`config.mk`:
```
export PLATFORM = sky130hd
export DESIGN_NAME = psml_pair
export DESIGN_NICKNAME = d
export VERILOG_FILES = /design/src/rtl/core/psml_pkg.sv /design/src/rtl/core/psml_pair.sv
export SDC_FILE = /design/constraint.sdc
export NUM_CORES = 2
export LEC_CHECK = 0
export BUFFER_PORTS_ARGS = -buffer_cell sky130_fd_sc_hd__buf_2
export CORE_MARGIN = 2
export CORE_UTILIZATION = 55
export DETAILED_ROUTE_END_ITERATION = 6
export HOLD_SLACK_MARGIN = 0.08
export PLACE_DENSITY = 0.8
export SYNTH_ARGS = -nofsm -noshare
export SYNTH_HDL_FRONTEND = slang
export SYNTH_SLANG_ARGS = --single-unit
export TNS_END_PERCENT = 30
```
`constraint.sdc`:
```
create_clock -name i_clk -period 24.3 [get_ports i_clk]
set_input_delay 4.86 -clock i_clk [delete_from_list [all_inputs] [get_ports i_clk]]
set_output_delay 4.86 -clock i_clk [all_outputs]
set_load 0.03 [all_outputs]
```
`src/rtl/core/psml_pkg.sv`:
```
// Shared constants, types and fixed-point helpers for the point-source log-likelihood block.
package psml_pkg;

    localparam int MAP_DIM   = 64;
    localparam int MAX_ATOMS = 64;

    localparam int MAP_SIZE  = MAP_DIM * MAP_DIM;
    localparam int BEAM_SIZE = 4 * MAP_SIZE;
    localparam int MAP_AW    = $clog2(MAP_SIZE);
    localparam int BEAM_AW   = $clog2(BEAM_SIZE);
    localparam int ATOM_AW   = (MAX_ATOMS > 1) ? $clog2(MAX_ATOMS) : 1;
    localparam int CNT_W     = $clog2(MAX_ATOMS + 1);

    // scaled coordinate: Q0.16 times MAP_DIM, 16 fraction bits
    localparam int SC_W      = 16 + $clog2(MAP_DIM + 1);
    // beam offset coordinate: MAP_DIM + Xn - Xm, 16 fraction bits
    localparam int BD_W      = SC_W + 1;
    localparam logic [BD_W-1:0] BEAM_OFS = BD_W'(MAP_DIM) << 16;

    localparam int FW        = 32;   // f*(1-f), Q0.32
    localparam int MTERM_W   = 34;   // (F*map) >> 14
    localparam int PTERM_W   = 33;   // (G*beam) >> 15
    localparam int PLUS_W    = MTERM_W + CNT_W;
    localparam int MINUS_W   = PTERM_W + 2 * CNT_W;
    localparam int LL_W      = 44;

    localparam logic [1:0] OP_MAP  = 2'd0;
    localparam logic [1:0] OP_BEAM = 2'd1;
    localparam logic [1:0] OP_ATOM = 2'd2;

    typedef struct packed {
        logic [15:0] x;
        logic [15:0] y;
        logic [15:0] f;
    } t_atom;

    function automatic logic [FW-1:0] flux_weight(input logic [15:0] f);
        logic [FW-1:0] a;
        logic [FW-1:0] b;
        a = FW'(f);
        b = FW'(32'h0001_0000) - FW'(f);
        return a * b;
    endfunction

    function automatic logic [SC_W-1:0] scale_coord(input logic [15:0] c);
        return SC_W'(c) * SC_W'(MAP_DIM);
    endfunction

endpackage

```
`src/rtl/core/psml_pair.sv`:
```
// Pair-term pipeline: beam index, flux product and beam-weighted term for one atom pair.
module psml_pair
    import psml_pkg::*;
(
    input  logic                 i_clk,
    input  logic                 i_rst_n,
    input  logic                 i_valid,
    input  t_atom                i_atom,
    input  logic [SC_W-1:0]      i_sxn,
    input  logic [SC_W-1:0]      i_syn,
    input  logic [FW-1:0]        i_fn,
    output logic [BEAM_AW-1:0]   o_beam_addr,
    input  logic [15:0]          i_beam_data,
    output logic [PTERM_W-1:0]   o_term,
    output logic                 o_term_valid,
    output logic                 o_busy
);

    logic                 r_v2, r_v3, r_v4;
    logic [BEAM_AW-1:0]   r_bidx;
    logic [FW-1:0]        r_fm;
    logic [31:0]          r_g;
    logic [PTERM_W-1:0]   r_term;

    logic [SC_W-1:0]      sxm, sym;
    logic [BD_W-1:0]      dx, dy;
    logic [BEAM_AW-1:0]   n_bidx;
    logic [63:0]          gprod;
    logic [47:0]          tprod;

    always_comb begin
        sxm    = scale_coord(i_atom.x);
        sym    = scale_coord(i_atom.y);
        dx     = BEAM_OFS + BD_W'(i_sxn) - BD_W'(sxm);
        dy     = BEAM_OFS + BD_W'(i_syn) - BD_W'(sym);
        n_bidx = BEAM_AW'(dx[BD_W-1:16])
               + BEAM_AW'(dy[BD_W-1:16]) * BEAM_AW'(2 * MAP_DIM);
        gprod  = 64'(i_fn) * 64'(r_fm);
        tprod  = 48'(r_g) * 48'(i_beam_data);
    end

    always_ff @(posedge i_clk) begin
        if (!i_rst_n) begin
            r_v2 <= 1'b0;
            r_v3 <= 1'b0;
            r_v4 <= 1'b0;
        end else begin
            r_v2 <= i_valid;
            r_v3 <= r_v2;
            r_v4 <= r_v3;
        end
    end

    // beam data for r_bidx arrives in the following cycle, aligned with r_g
    always_ff @(posedge i_clk) begin
        r_bidx <= n_bidx;
        r_fm   <= flux_weight(i_atom.f);
        r_g    <= gprod[63:32];
        r_term <= tprod[47:15];
    end

    assign o_beam_addr  = r_bidx;
    assign o_term       = r_term;
    assign o_term_valid = r_v4;
    assign o_busy       = i_valid | r_v2 | r_v3 | r_v4;

endmodule

```
=== Word level (Yosys, flattened, before mapping) ===
Index checks and enable logic that the tools add are counted.
Widths: inputs -> output; s select.

* $add $sub $neg: 6
* Multipliers: 3
* Bitwise gates (word level): 3

{| class="wikitable"
|+ Operator list
! cell !! count
|-
| $mul 32x32->64 || 1
|-
| $mul 32x16->48 || 1
|-
| $mul 17x18->32 || 1
|-
| $add 23x23->24 const A || 1
|-
| $sub 24x22->24 || 1
|-
| $add 23x23->23 const A || 1
|-
| $sub 23x22->23 || 1
|-
| $sub 17x16->18 const A || 1
|-
| $add 8x14->14 || 1
|-
| $or 1x1->1 || 3
|}

* Flip-flop bits (word level): 114
* Bits of input ports: 145
* Logic and storage cells: 19

=== Longest topological paths before layout ===
* Word-level depth: 3
* Mapped depth: 32
* Gate-level depth less buffers: 31

=== Worst setup path after synthesis ===
Ideal clock, no wire load.

* Path kind: in2reg
* Start point: input i_atom[0] in the netlist's numbering
* End point: register r_fm[30]
* Library setup time: 72 ps
* Arrival time: 11523 ps
* Setup slack: 12704 ps
* Cell stages on the path: 31
* Buffers on the path: 1
* Cell sequence: inv_1 > nand2_1 > nor4_1 > nand2_1 > or3_1 > nor2_1 > ha_1 > clkbuf_1 > nand2b_1 > fa_1 > inv_1 > fa_1 > inv_1 > fa_1 > inv_1 > fa_1 > inv_1 > fa_1 > inv_1 > fa_1 > ha_1 > a21oi_1 > o21ai_0 > a21o_1 > a21oi_1 > a31oi_1 > nor4_1 > nor3_1 > a41o_1 > o41ai_2 > xnor2_1

* Word-level cells in the longest chain between the ends: 2

{| class="wikitable"
|+ Ends and longest elaborated chain
! what !! line !! text
|-
| start, declared || psml_pair.sv:8 || <nowiki>input t_atom i_atom,</nowiki>
|-
| $sub 17x16->18 || psml_pkg.sv:41 || <nowiki>b = FW'(32'h0001_0000) - FW'(f);</nowiki>
|-
| $mul 17x18->32 (*) || psml_pkg.sv:42 || <nowiki>return a * b;</nowiki>
|-
| end signal, assigned || psml_pair.sv:57 || <nowiki>r_fm <= flux_weight(i_atom.f);</nowiki>
|-
| end, declared || psml_pair.sv:21 || <nowiki>logic [FW-1:0] r_fm;</nowiki>
|}

Mark *: on every way between the ends. The rest lies on a longest branch, timed or not.
A chain may end at the register's enable or synchronous reset.

=== Worst setup path after layout ===
* Start point: input i_fn[25]
* End point: register r_g[28]

* Word-level cells in the longest chain between the ends: 1

{| class="wikitable"
|+ Ends and longest elaborated chain
! what !! line !! text
|-
| start, declared || psml_pair.sv:11 || <nowiki>input logic [FW-1:0] i_fn,</nowiki>
|-
| $mul 32x32->64 || psml_pair.sv:38 || <nowiki>gprod = 64'(i_fn) * 64'(r_fm);</nowiki>
|-
| via gprod[60] || psml_pair.sv:28 || <nowiki>logic [63:0] gprod;</nowiki>
|-
| end signal, assigned || psml_pair.sv:58 || <nowiki>r_g <= gprod[63:32];</nowiki>
|-
| end, declared || psml_pair.sv:22 || <nowiki>logic [31:0] r_g;</nowiki>
|}

The timed path passes the listed nets, and every way through them passes these cells.

==> metrics.csv <==
stage,metric,value,unit
status,status,finished with violations,
status,violated checks,DRC,
timing,Final Hold Vio Count,0,
drt,DRC,1,
synthesis,sequential fraction of the synthesis area,3.722,%
floorplanning,core area,110700,sq um
drt,Total Wirelength,148700,um
layout,NumNets Final,8886,
setup_path,crit end category,register,
setup_path,Critical R2R Launch,r_fm[8],
timing,Total Neg Setup Slack,0,ns
floorplanning,Die Span Y,337.9,um
setup_path,Reg2Reg Depth,22,
synthesis,cells after synthesis,6682,
synthesis,Synth area leaders,"fa_1, ha_1, inv_1, and2_1, nand2_1",
placement,post-DP HPWL,114400,um
timing,Tcrit/Tclk final,52.75,%
timing,# setup viols final,0,
clock_network,CTS tree,done,
setup_path,reg2reg setup slack,15.60,ns
clock_network,CTS root buffer,clkbuf_16,
layout,Area growth syn-to-layout,4.328,%
placement,Port Buffers,191,
timing,Max-Slew Margin vs Limit,23.52,%
timing,Max Slew Vio Count,0,
min_path,HP Start,r_v2,
timing,RSZ-0062 raised after global routing,false,
placement,Routability Congestion,0.9418,
timing,fmax,78.02,MHz
setup_path,"Req. time, crit path",24.73,ns
layout,"commonest non-fill, non-tap cells in the layout","inv_1, fa_1, nand2_1, and2_1, ha_1",
min_path,Hold Path Class,reg -> reg,
synthesis,Post-synth EDFFs,0,
timing,worst slew pin tran,1.143,ns
timing,Final Critical Period,12.82,ns
min_path,worst hold endpoint,r_v3,
global_route,grt ovf,0,
clock_network,# Post-CTS Setup Buffers,0,
floorplanning,Starting Density,55.41,%
global_route,All-Layer GR Usage,27.48,%
setup_path,"Largest delay share family, worst path",adder cells,
clock_network,# H-tree levels,4,
global_route,vias in the first global route,49036,
setup_path,slowest CP cell,a2bb2oi_1,
setup_path,Crit Path Class,in -> reg,
setup_path,CP dominant cell by count,fa_1,
clock_network,"Gates resized, CTS repair",0,
floorplanning,row count,122,
clock_network,cts bufs inserted,17,
synthesis,"Avg Cell Area, Syn",9.177,sq um
clock_network,hold buffers post-CTS,0,
layout,"commonest non-fill, non-tap cell in the layout",inv_1,
drt,Vias,44743,
clock_network,Longest Clk Path Bufs,2,
global_route,first-pass GRT wire length,248000,um
drt,final antenna-violating net count,0,
setup_path,CP cell instances,buf_2 > nand2_1 > fa_1 > fa_1 > fa_1 > fa_1 > inv_1 > fa_1 > fa_1 > fa_1 > inv_1 > fa_1 > inv_1 > ha_1 > a21o_1 > a21o_1 > a221oi_1 > o21ai_0 > a2bb2oi_1 > a311oi_2 > a221o_1 > a21oi_1 > xnor2_1,
synthesis,Synth Warn #,0,
floorplanning,IO Count,194,
setup_path,WP data arrival,13.25,ns
synthesis,Yosys top cell area share,49.62,%
drt,vias per std cell,5.495,
setup_path,"Buf+Inv Stages, Crit Path",4,
synthesis,Synth cell types,79,
drt,routed len/inst,18.26,um
clock_network,clock sink total,114,
setup_path,Startpoint Class,primary input,
synthesis,ys async rst share,0,%
synthesis,Yosys top cell by area,fa_1,
synthesis,"FF+latch count, synth",114,
setup_path,reg2reg end,r_g[28],
drt,First-pass DRT Iterations,7,
clock_network,"CTS clk-pin slew, worst paths",0.09,ns
setup_path,crit-path max FO,32,
flow_run,Max-Cap Viols,0,
global_route,largest net degree at the start of global routing,33,
setup_path,"slowest stage delay, CP",0.91,ns
floorplanning,Die X,337.9,um
floorplanning,die area,114200,sq um
synthesis,Most used DFF post-synth,dfxtp_1,
layout,share of cells above drive strength 1,4.675,%
timing,Max Clock Skew,0.02071,ns
synthesis,"Cell Area, Synth",61320,sq um
drt,1st-iter DRT viols,2924,
min_path,Min-Delay Path Depth,1,
clock_network,Clock Latency Late Sink,0.52,ns
global_route,antenna violations before repair,15,
layout,Fillers,9372,
flip-flops by register name, indices dropped and copies added (netlist names):
signal and flops:
o_beam_addr 14, o_term 33, o_term_valid 1, r_fm 32, r_g 32, r_v2 1
r_v3 1
cells by family after synthesis:
family / count (synthesis) / synth area share, %
adder cells (fa/ha/maj): 2102 / 61.50
other: 2 / 0.01225
XOR/XNOR: 110 / 1.571
flip-flops: 114 / 3.722
multiplexers: 1 / 0.01836
AND/OR/NAND/NOR: 2095 / 17.45
buffers and inverters: 1882 / 11.52
AO/OA/AOI/OAI: 376 / 4.201
layer usage:
metal  up-vias  wire length [um]  GRT usage (%)
met5         -               114              0
met4        18              5657          10.42
li1      19392                 -              -
met1     22878             57370          35.42
met2      2035             72160          46.02
met3       420             13360          5.354
area by class of cell:
class,instances,area (sq um),area share (%)
sequential,114,2292,3.583
antenna,3,7.507,0.01174
multi-input combinational,4697,52010,81.31
clock inverter,15,166.4,0.2601
timing repair buffer,238,1309,2.046
inverter,1571,5897,9.218
clock buffer,17,425.4,0.6650
tap,1488,1862,2.910
per-stage QoR:
stage          setup slack (ns)  instances  hold WS (ns)  area, sq um  utilization [%]
3_3_place_gp              11.22       8108        0.4321        63370            57.26
2_1_floorplan             12.70       6693        0.4212        61360                -
3_5_place_dp              11.13       8108        0.4465        63370            57.26
5_1_grt                   11.11       8142        0.4651        63970            57.80
6_report                  11.48       8143        0.4475        63970            57.81
4_1_cts                   11.63       8140        0.4547        63970            57.80
synthesized netlist by cell type, types with 19 or more instances:
| cell | number |
|---|---|
| nor3_1 | 30 |
| xor2_1 | 34 |
| nand2b_1 | 138 |
| nand3_1 | 38 |
| a21oi_1 | 115 |
| and2_1 | 772 |
| nand4_1 | 23 |
| nor2b_1 | 102 |
| inv_1 | 1571 |
| o21ai_0 | 54 |
| nor2_1 | 83 |
| fa_1 | 1520 |
| nand2_1 | 865 |
| clkbuf_1 | 311 |
| ha_1 | 582 |
| xnor2_1 | 76 |
| o21bai_1 | 19 |
| dfxtp_1 | 114 |
| a21o_1 | 62 |
| o21a_1 | 20 |
how the worst max path moves through the flow:
| stage | depth (start not counted) | slack, ns | startpoint | endpoint |
|---|---|---|---|---|
| floorplan | 31 | 12.70 | i_atom[0] | r_fm[30] |
| detailed placement | 23 | 11.13 | i_fn[25] | r_g[28] |
| global route | 31 | 11.11 | i_atom[0] | r_fm[31] |
| CTS | 23 | 11.63 | i_fn[25] | r_g[28] |
| global placement | 23 | 11.22 | i_fn[25] | r_g[28] |
| finish | 23 | 11.48 | i_fn[25] | r_g[28] |
worst reg2reg max path, stage by stage (launching register included):
cell       delay [ns]
dfxtp_2          0.97
nand2_1          0.21
fa_1             0.58
fa_1             0.53
fa_1             0.52
fa_1             0.51
inv_1            0.05
fa_1             0.56
fa_1             0.46
fa_1             0.51
inv_1            0.06
fa_1             0.50
inv_1            0.05
ha_1             0.34
a21o_1           0.18
a21o_1           0.18
a221oi_1         0.27
o21ai_0          0.13
a2bb2oi_1        0.91
a311oi_2         0.35
a221o_1          0.44
a21oi_1          0.19
xnor2_1          0.13
Power is left out: the tool's default activity adds up to more than one toggle a clock period on the data nets, which glitch-free logic cannot reach.
